===== src/rtl/sklc_pkg.sv =====
`timescale 1ns / 1ps

package sklc_pkg;

    // Q format of every value
    localparam int FRAC_BITS = 16;

    localparam int DATA_W     = 32;
    localparam int CFG_IDX_W  = 2;
    localparam int CFG_DATA_W = 32;
    localparam int RATIO_W    = 17;
    localparam int PERIOD_W   = 16;

    typedef logic signed [DATA_W-1:0] data_t;

    // register indexes of the configuration port
    localparam logic [CFG_IDX_W-1:0] CFG_PROCESS_NOISE = 2'd0;
    localparam logic [CFG_IDX_W-1:0] CFG_MEASURE_NOISE = 2'd1;
    localparam logic [CFG_IDX_W-1:0] CFG_COMP_RATIO    = 2'd2;
    localparam logic [CFG_IDX_W-1:0] CFG_SAMPLE_PERIOD = 2'd3;

    localparam logic [DATA_W-1:0]   PNOISE_RST = 32'd655;
    localparam logic [DATA_W-1:0]   MNOISE_RST = 32'd32768;
    localparam logic [RATIO_W-1:0]  RATIO_RST  = 17'd26214;
    localparam logic [PERIOD_W-1:0] PERIOD_RST = 16'd328;
    localparam logic [DATA_W-1:0]   COV_RST    = DATA_W'(1) << FRAC_BITS;

    // gain K lies in [0, 1.0]
    localparam int              K_W     = FRAC_BITS + 1;
    localparam logic [K_W-1:0]  K_ONE   = {1'b1, {FRAC_BITS{1'b0}}};
    localparam int              K_STEPS = K_W;

    // divide by ten: |7*sv + 3*diff| stays below 2^35
    // q = 0.8n by a shift-add series, q >> 3, then one correction on the remainder
    localparam int                       D10_W       = DATA_W + 4;
    localparam int                       D10_STEPS   = 4;
    localparam int                       D10_SH_W    = 6;
    localparam logic [D10_SH_W-1:0]      D10_SHIFT0  = 6'd4;
    localparam int                       D10_POST_SH = 3;
    localparam int                       D10_REM_W   = 5;
    localparam logic [D10_REM_W-1:0]     D10_DIVISOR = 5'd10;

    // velocity divider, two quotient bits per cycle
    localparam int VEL_RADIX_W = 2;
    localparam int VEL_STEPS   = DATA_W / VEL_RADIX_W;

    localparam int STEP_MAX = (K_STEPS > VEL_STEPS) ? K_STEPS : VEL_STEPS;
    localparam int CNT_W    = $clog2(STEP_MAX);

    localparam data_t DATA_MAX = {1'b0, {(DATA_W-1){1'b1}}};
    localparam data_t DATA_MIN = {1'b1, {(DATA_W-1){1'b0}}};

    typedef struct packed {
        logic load_in;
        logic kinit;
        logic kstep;
        logic mul;
        logic upd;
        logic svsum;
        logic d10init;
        logic d10step;
        logic d10fix;
        logic svfin;
        logic vinit;
        logic vstep;
        logic out_load;
    } sklc_cmd_t;

    typedef struct packed {
        logic out_free;
    } sklc_status_t;

    function automatic data_t sat_data(input logic signed [63:0] v);
        data_t r;
        if (v > 64'(DATA_MAX))
            r = DATA_MAX;
        else if (v < 64'(DATA_MIN))
            r = DATA_MIN;
        else
            r = DATA_W'(v);
        return r;
    endfunction

endpackage


===== src/rtl/sklc_ctrl.sv =====
`timescale 1ns / 1ps

module sklc_ctrl import sklc_pkg::*;
(
    input  logic         clk,
    input  logic         rst_n,
    input  logic         in_valid,
    output logic         in_ready,
    input  sklc_status_t status,
    output sklc_cmd_t    cmd
);

    localparam logic [3:0] ST_IDLE    = 4'd0;
    localparam logic [3:0] ST_PREP    = 4'd1;
    localparam logic [3:0] ST_KDIV    = 4'd2;
    localparam logic [3:0] ST_MUL     = 4'd3;
    localparam logic [3:0] ST_UPD     = 4'd4;
    localparam logic [3:0] ST_SVSUM   = 4'd5;
    localparam logic [3:0] ST_D10INIT = 4'd6;
    localparam logic [3:0] ST_D10     = 4'd7;
    localparam logic [3:0] ST_SVFIN   = 4'd8;
    localparam logic [3:0] ST_VINIT   = 4'd9;
    localparam logic [3:0] ST_VDIV    = 4'd10;
    localparam logic [3:0] ST_OUT     = 4'd11;
    localparam logic [3:0] ST_D10FIX  = 4'd12;

    logic [3:0]       state_reg, state_next;
    logic [CNT_W-1:0] cnt_reg, cnt_next;

    assign in_ready = (state_reg == ST_IDLE);

    always_comb
    begin
        state_next = state_reg;
        cnt_next   = cnt_reg;
        cmd        = '0;
        unique case (state_reg)
            ST_IDLE:
            begin
                if (in_valid)
                begin
                    cmd.load_in = 1'b1;
                    state_next  = ST_PREP;
                end
            end
            ST_PREP:
            begin
                cmd.kinit  = 1'b1;
                cnt_next   = CNT_W'(K_STEPS - 1);
                state_next = ST_KDIV;
            end
            ST_KDIV:
            begin
                cmd.kstep = 1'b1;
                cnt_next  = cnt_reg - 1'b1;
                if (cnt_reg == '0)
                    state_next = ST_MUL;
            end
            ST_MUL:
            begin
                cmd.mul    = 1'b1;
                state_next = ST_UPD;
            end
            ST_UPD:
            begin
                cmd.upd    = 1'b1;
                state_next = ST_SVSUM;
            end
            ST_SVSUM:
            begin
                cmd.svsum  = 1'b1;
                state_next = ST_D10INIT;
            end
            ST_D10INIT:
            begin
                cmd.d10init = 1'b1;
                cnt_next    = CNT_W'(D10_STEPS - 1);
                state_next  = ST_D10;
            end
            ST_D10:
            begin
                cmd.d10step = 1'b1;
                cnt_next    = cnt_reg - 1'b1;
                if (cnt_reg == '0)
                    state_next = ST_D10FIX;
            end
            ST_D10FIX:
            begin
                cmd.d10fix = 1'b1;
                state_next = ST_SVFIN;
            end
            ST_SVFIN:
            begin
                cmd.svfin  = 1'b1;
                state_next = ST_VINIT;
            end
            ST_VINIT:
            begin
                cmd.vinit  = 1'b1;
                cnt_next   = CNT_W'(VEL_STEPS - 1);
                state_next = ST_VDIV;
            end
            ST_VDIV:
            begin
                cmd.vstep = 1'b1;
                cnt_next  = cnt_reg - 1'b1;
                if (cnt_reg == '0)
                    state_next = ST_OUT;
            end
            ST_OUT:
            begin
                // hold here while the previous result still sits unread
                if (status.out_free)
                begin
                    cmd.out_load = 1'b1;
                    state_next   = ST_IDLE;
                end
            end
            default:
            begin
                state_next = ST_IDLE;
            end
        endcase
    end

    always_ff @(posedge clk or negedge rst_n)
    begin
        if (!rst_n)
        begin
            state_reg <= ST_IDLE;
            cnt_reg   <= '0;
        end
        else
        begin
            state_reg <= state_next;
            cnt_reg   <= cnt_next;
        end
    end

    a_load_when_free: assert property (@(posedge clk) disable iff (!rst_n)
        cmd.out_load |-> status.out_free)
        else $error("result loaded while output register still occupied");

    a_accept_starts: assert property (@(posedge clk) disable iff (!rst_n)
        (in_valid && in_ready) |=> (state_reg == ST_PREP))
        else $error("accepted sample did not start the update sequence");

    a_out_stall_holds: assert property (@(posedge clk) disable iff (!rst_n)
        (state_reg == ST_OUT && !status.out_free) |=> (state_reg == ST_OUT))
        else $error("left output state while result register busy");

endmodule


===== config.mk =====
export PLATFORM = sky130hd
export DESIGN_NAME = sklc_ctrl
export DESIGN_NICKNAME = d
export VERILOG_FILES = /design/src/rtl/sklc_pkg.sv /design/src/rtl/sklc_ctrl.sv
export SDC_FILE = /design/constraint.sdc
export NUM_CORES = 1
export LEC_CHECK = 0
export BUFFER_PORTS_ARGS = -buffer_cell sky130_fd_sc_hd__buf_4
export CORE_ASPECT_RATIO = 0.8
export CORE_UTILIZATION = 25
export DETAILED_ROUTE_END_ITERATION = 8
export GPL_TIMING_DRIVEN = 0
export PLACE_DENSITY = 0.41
export REMOVE_ABC_BUFFERS = 1
export SLEW_MARGIN = 20
export SYNTH_ARGS = -nofsm -noshare
export SYNTH_HDL_FRONTEND = slang
export SYNTH_SLANG_ARGS = --single-unit

===== constraint.sdc =====
create_clock -name clk -period 2 [get_ports clk]
set_input_delay 0.2 -clock clk [delete_from_list [all_inputs] [get_ports clk]]
set_output_delay 0.2 -clock clk [all_outputs]
set_load 0.1 [all_outputs]

==> impl_metrics.env <==
export IMPL_antenna_cells_inserted=0
export IMPL_clk_path_buf_depth=2
export IMPL_layout_cell_area_non_filler_um2=970.9
export IMPL_dieWidth_um=65.43
export IMPL_globalplace_congestion=0.7769
export IMPL_p_int_mw=0.7245
export IMPL_layout_cells_non_filler=157
export IMPL_antenna_left=0
export IMPL_powerDensity_nw_per_um2=1640
export IMPL_rrSetupSlack_ns=0.29
export IMPL_layout_drive_gt1_share_pct=23.93
export IMPL_final_nets=123
export IMPL_pwr_share_clk_pct=13.6
export IMPL_tritoncts="yes"
export IMPL_outcome="finished clean"
export IMPL_grt_util_all_layers_pct=13.63
export IMPL_wl_per_cell_um=13.83
export IMPL_cap_violations=0
export IMPL_grt_setup_unrepaired="false"
export IMPL_swShare_pct=54.50
export IMPL_first_global_vias=746
export IMPL_max_reg_flops=5
export IMPL_fin_worst_skew_ns=0.004349
export IMPL_floorplan_die_height_um=52.74
export IMPL_synth_cell_type_count=41
export IMPL_drt_first_pass_iters=4
export IMPL_final_fill_count=341
export IMPL_timing_max_slew_rel_slack_pct=59.37
export IMPL_timing_hold_violations_final=0
export IMPL_post_place_cells=152
export IMPL_worst_path_largest_cell_delay_ns=0.60
export IMPL_required_time_reported_for_the_critical_path_endpoint_ns=1.80
export IMPL_pwr_share_seq_pct=29.5
export IMPL_irDropWorstVdd_mv=0.7968
export IMPL_leading_cell_types_by_total_area_after_synthesis="sky130_fd_sc_hd__dfrtp_1 (28%), sky130_fd_sc_hd__nor2_1 (7.5%), sky130_fd_sc_hd__nor3_1 (5.0%)"
export IMPL_clk_pin_slew_ns=0.05
export IMPL_r2r_worst_path_depth=4
export IMPL_critical_path_class="reg2out"
export IMPL_wire_length_reported_by_the_detailed_router_um=2172
export IMPL_initialDrtViolationCount=16
export IMPL_syn_to_final_growth_pct=20.68
export IMPL_synthesis_area_per_instance_um2=7.590
export IMPL_main_combinational_cell_family_by_area_after_synthesis="simple AND/OR/NAND/NOR gates"
export IMPL_cts_buffers=3
export IMPL_critical_path_endpoint_type="output pin"
export IMPL_synth_yosys_warnings=0
export IMPL_critical_path_slowest_cell="sky130_fd_sc_hd__dfrtp_1"
export IMPL_min_period_ns=1.912
export IMPL_clkLatencyLatePin_ns=0.24
export IMPL_synth_xor_area_share_pct=0
export IMPL_post_route_drc_count=0
export IMPL_number_of_top_level_design_ports=18
export IMPL_root_buffer="sky130_fd_sc_hd__clkbuf_8"
export IMPL_synth_adder_area_share_pct=1.555
export IMPL_yosys_area_top_type_share_pct=27.99
export IMPL_startpoint_type="flop"
export IMPL_layout_commonest_cell="sky130_fd_sc_hd__buf_4"
export IMPL_maxClockFrequency_mhz=523.1
export IMPL_grt_pass1_wl_um=3532
export IMPL_hpwl_um=1498
export IMPL_fp_dieArea_um2=3451
export IMPL_finalSetupViolations=0
export IMPL_max_slew_worst_pin_slew_ns=0.6095
export IMPL_total_power_mw=1.592
export IMPL_p_leak_nw=0.4059
export IMPL_dpl_instance_area_um2=912.1
export IMPL_synth_cells=106
export IMPL_layout_area_seq_um2=229.0
export IMPL_synth_simple_area_share_pct=34.68
export IMPL_grt_max_degree=28
export IMPL_grt_antenna_before_repair=0
export IMPL_cts_repair_timing_setup_buffer_count=0
export IMPL_place_port_buffers=17
export IMPL_path_cells="nand2b_2, nor2_1, buf_4"
export IMPL_h_tree_depth=1
export IMPL_synthDominantAreaCellType="sky130_fd_sc_hd__dfrtp_1"
export IMPL_mostFrequentLayoutCells="sky130_fd_sc_hd__buf_4 (17), sky130_fd_sc_hd__nor2_1 (16), sky130_fd_sc_hd__nor3_1 (8)"
export IMPL_combinationalPowerShare_pct=56.8
export IMPL_yosys_register_bits=9
export IMPL_gr_ovfl_total=0
export IMPL_vias_cell=5.172
export IMPL_slew_viol_final=0
export IMPL_post_synth_instance_area_um2=804.5
export IMPL_post_route_period_util_pct=95.58
export IMPL_yosysSeqAreaShare_pct=27.99
export IMPL_hold_path_class="in2async"
export IMPL_yosys_mux_area_fraction_pct=2.488
export IMPL_worst_ep_arrival_time_ns=1.71
export IMPL_timing_critical_path_fanout_max=19
export IMPL_synth_compound_gate_area_share_pct=23.17
export IMPL_initial_core_util_pct=26.07
export IMPL_clock_sinks=9
export IMPL_multi_input_area_um2=498.0
export IMPL_rows=18
export IMPL_fp_coreArea_um2=3085
export IMPL_power_switching_mw=0.8678
export IMPL_via_count=812
## metrics by stage
step	setup TNS (ns)	setup slack (ns)	utilization (%)	hold slack (ns)
3_3_place_gp	0	0.09274	29.56	0.04693
5_1_grt	0	0.01897	31.47	0.3493
4_1_cts	0	0.001624	31.43	0.3418
2_1_floorplan	-9.630	-1.174	-	-0.09559
3_5_place_dp	0	0.1089	29.56	0.04235
6_report	0	0.08833	31.47	0.3341
## critical path, delay by kind of cell, from the launching register on
family	cells	cell delay, ns
flip-flops	1	0.60
AND/OR/NAND/NOR	2	0.56
buffers and inverters	1	0.31
## cells by family after synthesis
kind of cell,count (synthesis)
AND/OR/NAND/NOR,53
AO/OA/AOI/OAI,27
buffers and inverters,14
flip-flops,9
multiplexers,2
adder cells (fa/ha/maj),1
## metal layers
| layer | vias up | track usage, % | routed length [um] |
|---|---|---|---|
| met2 | 33 | 20.45 | 914 |
| met5 | - | 0 | 0 |
| met1 | 374 | 19.10 | 1111 |
| met3 | 0 | 4.130 | 146 |
| met4 | 0 | 2.536 | 0 |
| li1 | 405 | - | - |
## timing repair
action | 4_1_cts | 5_1_grt
hold buffers | 1 | 0
hold endpoints to repair | 9 | 0
gates resized for setup | 2 | 1
setup endpoints to repair | 5 | 7
## layout make-up
class / instances / area share [%]
clock buffers: 4 / 4.639
inverters: 3 / 1.160
multi-input cells: 83 / 51.29
flip-flops and latches: 9 / 23.58
well taps: 40 / 5.155
repair buffers: 18 / 14.18
## Yosys cell counts
| cell | number |
|---|---|
| sky130_fd_sc_hd__o311a_1 | 1 |
| sky130_fd_sc_hd__ha_1 | 1 |
| sky130_fd_sc_hd__o21ai_1 | 1 |
| sky130_fd_sc_hd__a221oi_1 | 1 |
| sky130_fd_sc_hd__nand2b_1 | 6 |
| sky130_fd_sc_hd__o21a_1 | 1 |
| sky130_fd_sc_hd__o311ai_0 | 1 |
| sky130_fd_sc_hd__a31oi_1 | 1 |
| sky130_fd_sc_hd__nor3_1 | 8 |
| sky130_fd_sc_hd__buf_6 | 2 |
| sky130_fd_sc_hd__o32ai_1 | 1 |
| sky130_fd_sc_hd__and2_1 | 1 |
| sky130_fd_sc_hd__inv_1 | 3 |
| sky130_fd_sc_hd__a211oi_1 | 2 |
| sky130_fd_sc_hd__nor3b_1 | 1 |
| sky130_fd_sc_hd__o211ai_1 | 2 |
| sky130_fd_sc_hd__nor2b_1 | 4 |
| sky130_fd_sc_hd__buf_1 | 1 |
| sky130_fd_sc_hd__a21oi_1 | 7 |
| sky130_fd_sc_hd__nor2_1 | 16 |
| sky130_fd_sc_hd__nor4_1 | 1 |
| sky130_fd_sc_hd__buf_4 | 2 |
| sky130_fd_sc_hd__nand3_1 | 2 |
| sky130_fd_sc_hd__nand2b_2 | 1 |
| sky130_fd_sc_hd__mux2i_1 | 2 |
| sky130_fd_sc_hd__o21ai_0 | 2 |
| sky130_fd_sc_hd__buf_2 | 5 |
| sky130_fd_sc_hd__dfrtp_1 | 9 |
| sky130_fd_sc_hd__nand4_1 | 1 |
| sky130_fd_sc_hd__or2_4 | 1 |
| sky130_fd_sc_hd__nor3_2 | 1 |
| sky130_fd_sc_hd__nand2_1 | 7 |
| sky130_fd_sc_hd__a21boi_2 | 1 |
| sky130_fd_sc_hd__o41ai_1 | 1 |
| sky130_fd_sc_hd__o22ai_1 | 3 |
| sky130_fd_sc_hd__and3_1 | 1 |
| sky130_fd_sc_hd__o22a_1 | 1 |
| sky130_fd_sc_hd__nand4b_1 | 1 |
| sky130_fd_sc_hd__o311ai_1 | 1 |
| sky130_fd_sc_hd__or3b_4 | 1 |
| sky130_fd_sc_hd__clkbuf_1 | 1 |
## worst paths after layout
check,end,from
max,cmd[6],state_reg[3]
min in group clk,state_reg[0],in_valid
min reg2reg,cnt_reg[1],cnt_reg[1]
max reg2reg,cnt_reg[4],state_reg[3]
min,state_reg[3],rst_n
max in group asynchronous,state_reg[2],rst_n
## power groups by stage
stage	clock network, mW	logic [mW]	registers, mW
6_report	0.217	0.905	0.470
5_1_grt	0.237	0.987	0.492
4_1_cts	0.227	0.909	0.467
3_5_place_dp	0	0.903	0.466
3_3_place_gp	0	0.906	0.471
2_1_floorplan	0	0.749	0.403
No activity file was read; power rests on OpenSTA's default activity.
